**src/design/qvr_pkg.sv**
```systemverilog
// shared constants, types and register codes of the quaternion vector rotator
package qvr_pkg;

    localparam int VEC_WIDTH     = 32;
    localparam int QUAT_WIDTH    = 16;
    localparam int QFRAC         = QUAT_WIDTH - 2;
    localparam int MSHIFT        = 2 * QFRAC;
    localparam int QPROD_WIDTH   = 2 * QUAT_WIDTH;
    localparam int MAT_WIDTH     = 2 * QUAT_WIDTH + 2;
    localparam int VLO_WIDTH     = VEC_WIDTH / 2;
    localparam int VHI_WIDTH     = VEC_WIDTH - VLO_WIDTH;
    localparam int PLO_WIDTH     = MAT_WIDTH + VLO_WIDTH + 1;
    localparam int PHI_WIDTH     = MAT_WIDTH + VHI_WIDTH;
    localparam int PROD_WIDTH    = MAT_WIDTH + VEC_WIDTH;
    localparam int ACC_WIDTH     = PROD_WIDTH + 2;
    localparam int RND_WIDTH     = ACC_WIDTH - MSHIFT;
    localparam int CFG_IDX_WIDTH = 2;

    typedef logic signed [VEC_WIDTH-1:0]   vec_t;
    typedef logic signed [QUAT_WIDTH-1:0]  quat_t;
    typedef logic signed [QPROD_WIDTH-1:0] qprod_t;
    typedef logic signed [MAT_WIDTH-1:0]   mat_elem_t;
    typedef logic signed [ACC_WIDTH-1:0]   acc_t;

    typedef enum logic [CFG_IDX_WIDTH-1:0] {
        CFG_QUAT_W = 2'd0,
        CFG_QUAT_X = 2'd1,
        CFG_QUAT_Y = 2'd2,
        CFG_QUAT_Z = 2'd3
    } cfg_idx_t;

    // 1.0 in the quaternion format and in the matrix format
    localparam quat_t     QUAT_ONE = {2'b01, {QFRAC{1'b0}}};
    localparam mat_elem_t MAT_ONE  = {{(MAT_WIDTH-MSHIFT-1){1'b0}}, 1'b1, {MSHIFT{1'b0}}};

    // half an output lsb, added before the final shift
    localparam acc_t ACC_HALF = {{(ACC_WIDTH-MSHIFT){1'b0}}, 1'b1, {(MSHIFT-1){1'b0}}};

    localparam vec_t VEC_MAX = {1'b0, {(VEC_WIDTH-1){1'b1}}};
    localparam vec_t VEC_MIN = {1'b1, {(VEC_WIDTH-1){1'b0}}};

endpackage

```
**src/design/qvr_front.sv**
```systemverilog
// input register stage and matrix / transpose element select stage
module qvr_front (
    input  logic                 aclk,
    input  logic                 aresetn,
    input  logic                 s_valid,
    output logic                 s_ready,
    input  logic                 s_func,
    input  qvr_pkg::vec_t        s_vec [3],
    input  qvr_pkg::mat_elem_t   mat [3][3],
    output logic                 sel_valid,
    input  logic                 sel_ready,
    output qvr_pkg::mat_elem_t   sel_elem [3][3],
    output qvr_pkg::vec_t        sel_vec [3]
);

    logic               in_v_reg, sel_v_reg;
    logic               in_v_next, sel_v_next;
    logic               in_en, sel_en;
    logic               func_reg;
    qvr_pkg::vec_t      vec_reg [3];
    qvr_pkg::vec_t      svec_reg [3];
    qvr_pkg::mat_elem_t elem_reg [3][3];
    qvr_pkg::mat_elem_t elem_next [3][3];

    // a stage moves when it is empty or its successor moves
    assign sel_en  = !sel_v_reg || sel_ready;
    assign in_en   = !in_v_reg || sel_en;
    assign s_ready = in_en;

    assign in_v_next  = in_en ? s_valid : in_v_reg;
    assign sel_v_next = sel_en ? in_v_reg : sel_v_reg;

    always_comb begin
        for (int i = 0; i < 3; i++) begin
            for (int j = 0; j < 3; j++) begin
                elem_next[i][j] = func_reg ? mat[j][i] : mat[i][j];
            end
        end
    end

    always_ff @(posedge aclk) begin
        if (!aresetn) begin
            in_v_reg  <= 1'b0;
            sel_v_reg <= 1'b0;
        end else begin
            in_v_reg  <= in_v_next;
            sel_v_reg <= sel_v_next;
        end
    end

    always_ff @(posedge aclk) begin
        if (in_en) begin
            func_reg <= s_func;
            for (int i = 0; i < 3; i++) vec_reg[i] <= s_vec[i];
        end
        if (sel_en) begin
            for (int i = 0; i < 3; i++) begin
                svec_reg[i] <= vec_reg[i];
                for (int j = 0; j < 3; j++) elem_reg[i][j] <= elem_next[i][j];
            end
        end
    end

    assign sel_valid = sel_v_reg;
    assign sel_vec   = svec_reg;
    assign sel_elem  = elem_reg;

endmodule

```
**config.mk**
```make
export PLATFORM = sky130hd
export DESIGN_NAME = qvr_front
export DESIGN_NICKNAME = d
export VERILOG_FILES = /design/src/design/qvr_pkg.sv /design/src/design/qvr_front.sv
export SDC_FILE = /design/constraint.sdc
export NUM_CORES = 1
export LEC_CHECK = 0
export BUFFER_PORTS_ARGS = -buffer_cell sky130_fd_sc_hd__buf_2
export CAP_MARGIN = 20
export CORE_AREA = 4 4 315 317
export CTS_BUF_LIST = sky130_fd_sc_hd__clkbuf_8
export DETAILED_ROUTE_END_ITERATION = 8
export DIE_AREA = 0 0 319 321
export GPL_ROUTABILITY_DRIVEN = 0
export PLACE_DENSITY_LB_ADDON = 0.3
export RECOVER_POWER = 50
export SLEW_MARGIN = 40
export SYNTH_ARGS = -nofsm -noshare
export SYNTH_HDL_FRONTEND = slang
export SYNTH_SLANG_ARGS = --single-unit
```
**constraint.sdc**
```tcl
create_clock -name aclk -period 12.7 [get_ports aclk]
set_input_delay 1.27 -clock aclk [delete_from_list [all_inputs] [get_ports aclk]]
set_output_delay 1.27 -clock aclk [all_outputs]
set_load 0.01 [all_outputs]
```
==> results.yml <==
timing:
  setup_viol: 0
  clock.fmax_mhz: 186
  relSlewSlack: -0.825
  finalCritPeriodShare: 0.422
  finClkSkew_ps: 49.6
  hold_viol_final: 0
  rsz0062_at_grt: "false"
  worst_pin_slew_ps: 2740
  final.setup.tns_ps: 0
  slew_viol_final: 182
  setup_slack_ps: 7340
  min_period_ps: 5360
global_route:
  antenna_found_initial: 17
  met3_usage: 0.0492
  met2_usage: 0.189
  grt_use_total: 0.105
  grt_max_degree: 170
  grt_first_pass_wirelength_um: 78700
  grt_overflow_total: 0
  busiest_layer: "met2"
  met1_usage: 0.101
  grt_pass1_vias: 11568
final_layout:
  drive_gt1_frac: 0.567
  finalNetCount: 2031
  final_cell_mix: "693 x buf_2, 499 x edfxtp_1, 121 x clkbuf_1"
  synthToLayoutAreaGrowth_pct: 38.1
  largest_register_ffs: 306
  stdcell_count: 2979
  final_common_cell: "buf_2"
floorplanning:
  initial_core_util: 0.189
  die_w_um: 319
  fp-row-count: 114
  dieArea_mm2: 0.102
  io_pins: 811
  die_y_um: 321
  core_mm2: 0.0963
clock_tree:
  cts_tree: "done"
  cts_resized: 0
  clk_pin_slew_ps: 60
  cts-root-buf: "clkbuf_8"
  clk_latency_ps: 710
  htreeDepth: 3
  cts.hold.buffers_added: 0
  cts_buffer_depth: 3
  clkSinkCount: 501
  cts_setup_buffers: 0
  cts_buffers: 89
run_status:
  failed_checks: "max-capacitance violations, max-slew violations"
  status: "complete, but fails checks"
setup_path:
  cp-end-kind: "primary output"
  critPathMaxFanout: 60
  path_depth: 4
  slowest_delay_ps: 1610
  critPathTopFamily: "simple AND/OR/NAND/NOR gates"
  reg2reg_depth: 5
  slowest_stage: "nand2_1"
  path_cells: "buf_2 -> nor2b_1 -> nand2_1 -> buf_2"
  crit_buf_inv: 2
  criticalPathCategory: "in -> out"
  startpoint_type: "input pin"
  required_ps: 11430
  crit_path_frequent_cell: "buf_2"
  arrival_ps: 4090
synthesis:
  synth_fp_nets: 1142
  synthDistinctLibCells: 11
  syn_area_mm2: 0.0182
  avgSynthCellArea_um2: 24.7
  yosys_warnings: 0
  synthesis.instances: 735
  yosys_register_bits: 501
  yosysSeqAreaShare: 0.826
placed_design:
  dp.cells: 2805
  pre_cts_slack_ps: 8460
  dp_hpwl_um: 43700
  io_buffer_count: 810
job:
  drv_cap: 4
pwr:
  cellLeakagePower_nw: 10.4
  powerDensity_mw_per_mm2: 151
  peakVddDrop_v: 0.0000674
drt:
  first_pass_iters: 4
  vias_per_cell: 3.54
  avgRoutedWirePerCell_um: 19.1
  drtAntennaViolNets: 0
  num_vias: 10539
  drcViolationCount: 0
  wirelength_um: 57000
  first_iter_violations: 477
worst_hold_path:
  min_delay_path_depth: 0
  hp-class: "reg -> reg"
==> kinds of logic after synthesis <==
logic type,after synthesis,share of synthesized area
AND/OR/NAND/NOR,4,0.000963
flip-flops,501,0.826
multiplexers,204,0.159
AO/OA/AOI/OAI,2,0.000688
buffers and inverters,24,0.0131
==> metal layers <==
layer	part of all wire	up-vias
met1	0.34	5132
met3	0.11	101
li1	-	4762
met5	0.00070	-
met4	0.033	6
met2	0.52	538
==> cell type report <==
type / count / area (um^2)
Clock inverter: 73 / 452
Multi-Input combinational cell: 210 / 2730
Inverter: 1 / 16.3
Fill cell: 10057 / 71200
Antenna cell: 8 / 20.0
Sequential cell: 501 / 15000
Tap cell: 1276 / 1600
Clock buffer: 89 / 1220
Timing Repair Buffer: 821 / 4050
==> where the power goes <==
| part | switching (mW) | total (mW) | internal, mW |
|---|---|---|---|
| Clock | 0.689 | 1.42 | 0.729 |
| Combinational | 0.199 | 0.368 | 0.169 |
| Sequential | 0.0383 | 2.00 | 1.96 |
| Total | 0.927 | 3.79 | 2.86 |
==> worst register-to-register path, cell delays in order (launching register included) <==
cell and delay (ps):
edfxtp_1 480, clkbuf_1 1150, clkbuf_1 2030, buf_12 400
buf_16 450, mux2_4 490
==> through the flow <==
| step | total power [mW] | util | hold slack [ps] | area (um^2) |
|---|---|---|---|---|
| finish | 3.79 | 0.261 | 412 | 25100 |
| global route | 3.98 | 0.261 | 419 | 25100 |
| CTS | 3.90 | 0.264 | 413 | 25400 |
| detailed placement | 2.43 | 0.246 | 405 | 23700 |
| global placement | 2.42 | 0.246 | 400 | 23700 |
| floorplan | 2.21 | - | 400 | 18200 |
==> cells in the mapped netlist <==
cell type  instances  area [um^2]
buf_2              4         20.0
edfxtp_1         499        15000
dfxtp_1            2         40.0
inv_1              1         3.75
nor2b_1            1         6.26
mux2_4           160         2400
nand2_1            3         11.3
mux2_2            44          495
o21ai_0            1         5.00
buf_6             19          214
o21a_1             1         7.51
==> worst paths after layout <==
| check | to | slack, ps | startpoint |
|---|---|---|---|
| worst max-delay path | s_ready | 7340 | sel_ready |
| worst min-delay path | sel_vec[50]$_DFFE_PP_ | 410 | vec_reg[0][50]$_DFFE_PP_ |
| worst max register to register | sel_elem[77]$_DFFE_PP_ | 7420 | func_reg$_DFFE_PP_ |
| worst min register to register | sel_vec[50]$_DFFE_PP_ | 410 | vec_reg[0][50]$_DFFE_PP_ |
(Power assumes the default switching activity.)
