**src/design/qvr_pkg.sv**
```systemverilog
// shared constants, types and register codes of the quaternion vector rotator
package qvr_pkg;

    localparam int VEC_WIDTH     = 32;
    localparam int QUAT_WIDTH    = 16;
    localparam int QFRAC         = QUAT_WIDTH - 2;
    localparam int MSHIFT        = 2 * QFRAC;
    localparam int QPROD_WIDTH   = 2 * QUAT_WIDTH;
    localparam int MAT_WIDTH     = 2 * QUAT_WIDTH + 2;
    localparam int VLO_WIDTH     = VEC_WIDTH / 2;
    localparam int VHI_WIDTH     = VEC_WIDTH - VLO_WIDTH;
    localparam int PLO_WIDTH     = MAT_WIDTH + VLO_WIDTH + 1;
    localparam int PHI_WIDTH     = MAT_WIDTH + VHI_WIDTH;
    localparam int PROD_WIDTH    = MAT_WIDTH + VEC_WIDTH;
    localparam int ACC_WIDTH     = PROD_WIDTH + 2;
    localparam int RND_WIDTH     = ACC_WIDTH - MSHIFT;
    localparam int CFG_IDX_WIDTH = 2;

    typedef logic signed [VEC_WIDTH-1:0]   vec_t;
    typedef logic signed [QUAT_WIDTH-1:0]  quat_t;
    typedef logic signed [QPROD_WIDTH-1:0] qprod_t;
    typedef logic signed [MAT_WIDTH-1:0]   mat_elem_t;
    typedef logic signed [ACC_WIDTH-1:0]   acc_t;

    typedef enum logic [CFG_IDX_WIDTH-1:0] {
        CFG_QUAT_W = 2'd0,
        CFG_QUAT_X = 2'd1,
        CFG_QUAT_Y = 2'd2,
        CFG_QUAT_Z = 2'd3
    } cfg_idx_t;

    // 1.0 in the quaternion format and in the matrix format
    localparam quat_t     QUAT_ONE = {2'b01, {QFRAC{1'b0}}};
    localparam mat_elem_t MAT_ONE  = {{(MAT_WIDTH-MSHIFT-1){1'b0}}, 1'b1, {MSHIFT{1'b0}}};

    // half an output lsb, added before the final shift
    localparam acc_t ACC_HALF = {{(ACC_WIDTH-MSHIFT){1'b0}}, 1'b1, {(MSHIFT-1){1'b0}}};

    localparam vec_t VEC_MAX = {1'b0, {(VEC_WIDTH-1){1'b1}}};
    localparam vec_t VEC_MIN = {1'b1, {(VEC_WIDTH-1){1'b0}}};

endpackage

```
**src/design/qvr_round.sv**
```systemverilog
// final shift, saturation and output register
module qvr_round (
    input  logic            aclk,
    input  logic            aresetn,
    input  logic            acc_valid,
    output logic            acc_ready,
    input  qvr_pkg::acc_t   acc [3],
    output logic            out_valid,
    input  logic            out_ready,
    output qvr_pkg::vec_t   out_vec [3],
    output logic            out_sat
);

    logic          out_v_reg, out_en, sat_reg, sat_next;
    qvr_pkg::vec_t vec_reg [3];
    qvr_pkg::vec_t vec_next [3];
    logic [qvr_pkg::RND_WIDTH-1:0]             rnd [3];
    logic [qvr_pkg::RND_WIDTH-qvr_pkg::VEC_WIDTH:0] top_bits [3];
    logic [2:0]    ovf;

    assign out_en    = !out_v_reg || out_ready;
    assign acc_ready = out_en;

    always_comb begin
        for (int i = 0; i < 3; i++) begin
            rnd[i]      = acc[i][qvr_pkg::ACC_WIDTH-1:qvr_pkg::MSHIFT];
            top_bits[i] = rnd[i][qvr_pkg::RND_WIDTH-1:qvr_pkg::VEC_WIDTH-1];
            // in range only if all bits above the result agree with its sign
            ovf[i]      = !((&top_bits[i]) || (~|top_bits[i]));
            if (ovf[i]) begin
                vec_next[i] = rnd[i][qvr_pkg::RND_WIDTH-1] ? qvr_pkg::VEC_MIN : qvr_pkg::VEC_MAX;
            end else begin
                vec_next[i] = rnd[i][qvr_pkg::VEC_WIDTH-1:0];
            end
        end
        sat_next = |ovf;
    end

    always_ff @(posedge aclk) begin
        if (!aresetn) begin
            out_v_reg <= 1'b0;
        end else if (out_en) begin
            out_v_reg <= acc_valid;
        end
    end

    always_ff @(posedge aclk) begin
        if (out_en) begin
            vec_reg <= vec_next;
            sat_reg <= sat_next;
        end
    end

    assign out_valid = out_v_reg;
    assign out_vec   = vec_reg;
    assign out_sat   = sat_reg;

endmodule

```
**config.mk**
```make
export PLATFORM = sky130hd
export DESIGN_NAME = qvr_round
export DESIGN_NICKNAME = d
export VERILOG_FILES = /design/src/design/qvr_pkg.sv /design/src/design/qvr_round.sv
export SDC_FILE = /design/constraint.sdc
export NUM_CORES = 1
export LEC_CHECK = 0
export ABC_CLOCK_PERIOD_IN_PS = 4540
export BUFFER_PORTS_ARGS = -buffer_cell sky130_fd_sc_hd__buf_4
export CORE_MARGIN = 10
export CORE_UTILIZATION = 42
export CTS_BUF_LIST = sky130_fd_sc_hd__clkbuf_4 sky130_fd_sc_hd__clkbuf_8
export DETAILED_ROUTE_END_ITERATION = 10
export PLACE_DENSITY = 0.83
export SKIP_LAST_GASP = 1
export SLEW_MARGIN = 20
export SYNTH_ARGS = -nofsm -noshare
export SYNTH_HDL_FRONTEND = slang
export SYNTH_SLANG_ARGS = --single-unit
```
**constraint.sdc**
```tcl
create_clock -name aclk -period 4.54 [get_ports aclk]
set_input_delay 0.681 -clock aclk [delete_from_list [all_inputs] [get_ports aclk]]
set_output_delay 0.681 -clock aclk [all_outputs]
set_load 0.02 [all_outputs]
```
==> flow_summary_export.csv <==
group,metric,value,unit
timing,timing.setup.tns,0,ns
drt,met2_length,5690,um
setup_path,crit_top_cell,"buf_4",
power_and_ir_drop,peakVddDrop,184,uV
setup_path,critPathCaptureType,"primary output",
timing,worst_slew_pin_slew,0.687,ns
cts,clk_latency,0.35,ns
drt,viasPerCell,4.96,
drt,vias,2967,
yosys,syn_area,4100,um^2
global_routing,antenna_found_initial,0,
final_layout,final_util,62.1,%
drt,firstDrtPassIters,6,
final_layout,n_antenna_cell,0,
global_routing,grt_overflow,0,
floorplan,die_area,14100,um^2
setup_path,arrival,1.56,ns
setup_path,reg2reg_depth,2,
floorplan,die_x,119,um
setup_path,worst-path-max-fanout,47,
drt,ant_nets,0,
drt,finalWirelength,11600,um
placed_design,gp_congestion,0.822,
drt,wl_met1,4530,um
timing,clock.fmax,445,MHz
timing,slew_headroom,54.1,%
setup_path,crit_cells,3,
setup_path,crit_buf_inv,2,
cts,htreeDepth,3,
cts,cts.sinks,98,
placed_design,dp_hpwl,8840,um
timing,fin_crit,2.25,ns
global_routing,grt_pass1_wl,17400,um
floorplan,rows,36,
yosys,synth_top_area_share,71.0,%
min_path,whs_path_depth,1,
global_routing,grt_usage,15.4,%
timing,fin_skew,0.00826,ns
setup_path,path_delay_family,"simple AND/OR/NAND/NOR gates",
global_routing,grt_max_degree,54,
yosys,synth.ff_latch_count,98,
yosys,synth-warning-count,0,
power_and_ir_drop,p_comb_share,17.1,%
power_and_ir_drop,pwr-share-seq,53.9,%
global_routing,first_global_vias,3131,
drt,drc,0,
setup_path,critical_path_class,"primary input to primary output",
floorplan,start_util,42.5,%
setup_path,startpoint_type,"primary input",
drt,wl_met3,1250,um
cts,cts_setup_buffers,0,
cts,clockRootBuffer,"clkbuf_8",
setup_path,slowest_stage,"nand2b_4",
yosys,syn_nets,452,
final_layout,drive_above_1_share,55.1,%
floorplan,dieHeight,119,um
yosys,seq_area_frac_synth,71.5,%
yosys,yosys-top-cells-area,"edfxtp_1, a21o_1, buf_6, clkbuf_8, o31ai_4",
floorplan,coreArea,9640,um^2
min_path,hold_class,"primary input to flip-flop",
setup_path,path_cells,"buf_4 > nand2b_4 > buf_4",
drt,drt_iter0_markers,166,
cts,cts_made_buffers,9,
setup_path,slowest_delay,0.52,ns
yosys,syn_inst,244,
power_and_ir_drop,p_per_area,336,nW/um^2
power_and_ir_drop,p_int,1.52,mW
floorplan,io_pins,307,
drt,dr.max_layer_used,"met4",
power_and_ir_drop,swShare,24.3,%
final_layout,nets,668,
timing,grt_setup_unrepaired,"no",
timing,period_share,49.5,%
drt,wl_per_cell,19.5,um
timing,slew_violations,0,
setup_path,cp.required,3.86,ns
placed_design,pre_cts_slack,2.10,ns
timing,hold_viol_final,0,
cts,clock_path_buffers,2,
final_layout,syn2layout_area_growth,46.1,%
timing,setup_viol,0,
job,maxCapViolations,0,
cts,cts_tree,"done",
setup_path,startpoint,"out_ready",
outcome,outcome,"finished clean",
yosys,synth_area_leader_cell,"edfxtp_1",
placed_design,portBuffers,222,
cts,clk_pin_slew,0.09,ns
min_path,min_from,"acc[67]",
power_and_ir_drop,cellLeakagePower,2.96,nW
yosys,avgSynthCellArea,16.8,um^2
timing,fin_ws,2.29,ns
cts,holdBufCountCts,0,
power_and_ir_drop,power.share.clock,29.0,%
yosys,ys_types,24,
setup_path,r2r_start,"out_valid$_SDFFE_PN0P_",
cts,cts_resized,0,
power_and_ir_drop,p_sw,489,uW
## synthesized netlist by cell type
library cell   n
a21boi_0       1
a21o_1        91
a21o_2         2
buf_4          2
buf_6         12
clkbuf_1       3
clkbuf_8       4
dfxtp_1        1
edfxtp_1      97
inv_1          1
nand2_1        3
nand2b_1       1
nand3_1        5
nand3_2        2
nand4_1        3
nor2_1         3
nor2b_4        2
nor3_1         3
nor3_2         1
nor3b_2        1
nor4_1         1
nor4_2         2
o31ai_4        2
or2b_2         1
## worst paths after layout
kind | to | slack [ns]
worst max-delay path | acc_ready | 2.29
worst min-delay path | out_vec[31]$_DFFE_PP_ | 0.56
worst max register to register | out_vec[36]$_DFFE_PP_ | 2.62
worst min register to register | out_vec[14]$_DFFE_PP_ | 1.07
## worst register-to-register path, delay by kind of cell (launching register included)
kind                   cells  cell delay (ns)
DFF                        1             0.35
and+or+nand+nor            1             0.49
buffers and inverters      1             0.66
## sequential cells by signal (all words and copies together) (netlist names)
name       cells
out_sat        1
out_valid      1
out_vec       96
## layout make-up
cell class,count,area (um^2)
Multi-Input combinational cell,124,962
Clock buffer,11,151
Tap cell,133,166
Inverter,1,3.75
Clock inverter,5,62.6
Fill cell,749,3650
Timing Repair Buffer,226,1710
Sequential cell,98,2930
## power by group through the flow
stage          registers (mW)  logic (mW)  clock network [mW]
2_1_floorplan            1.19      0.0694                   0
3_3_place_gp             1.10       0.338                   0
3_5_place_dp             1.10       0.346                   0
4_1_cts                  1.08       0.346               0.599
5_1_grt                  1.09       0.364               0.629
6_report                 1.08       0.343               0.583
## layout by cell type (no fill, tap or decap), types with 2 or more instances in the layout
cell / netlist / layout
buf_4: 2 / 223
edfxtp_1: 97 / 97
a21o_1: 91 / 91
clkbuf_8: 4 / 11
nand3_1: 5 / 5
nand2_1: 3 / 3
nand4_1: 3 / 3
nor2_1: 3 / 3
nor3_1: 3 / 3
nor4_2: 2 / 2
nand3_2: 2 / 2
o31ai_4: 2 / 2
nor2b_4: 2 / 2
a21o_2: 2 / 2
clkinv_4: 0 / 2
clkinvlp_4: 0 / 2
buf_6: 12 / 2
## per-stage QoR
step	std cells	area [um^2]	hold slack (ns)	power (mW)
finish	598	5990	0.557	2.01
global route	598	5990	0.530	2.08
CTS	596	5960	0.527	2.03
detailed placement	580	5750	0.911	1.45
global placement	579	5740	0.905	1.44
floorplan	244	4100	0.820	1.26
## logic make-up after synthesis
group                  after synthesis  share of synthesized area [%]
and+or+nand+nor                     28                           4.82
DFF                                 98                           71.5
buffers and inverters               22                           5.37
AOI/OAI and AO/OA                   96                           18.3
## metal layers
| metal | vias to the layer above | GRT usage (%) |
|---|---|---|
| met3 | 13 | 7.09 |
| met2 | 153 | 25.6 |
| li1 | 1372 | - |
| met5 | - | 0 |
| met1 | 1429 | 16.9 |
| met4 | 0 | 6.18 |
Power figures use the tool's default switching activity.
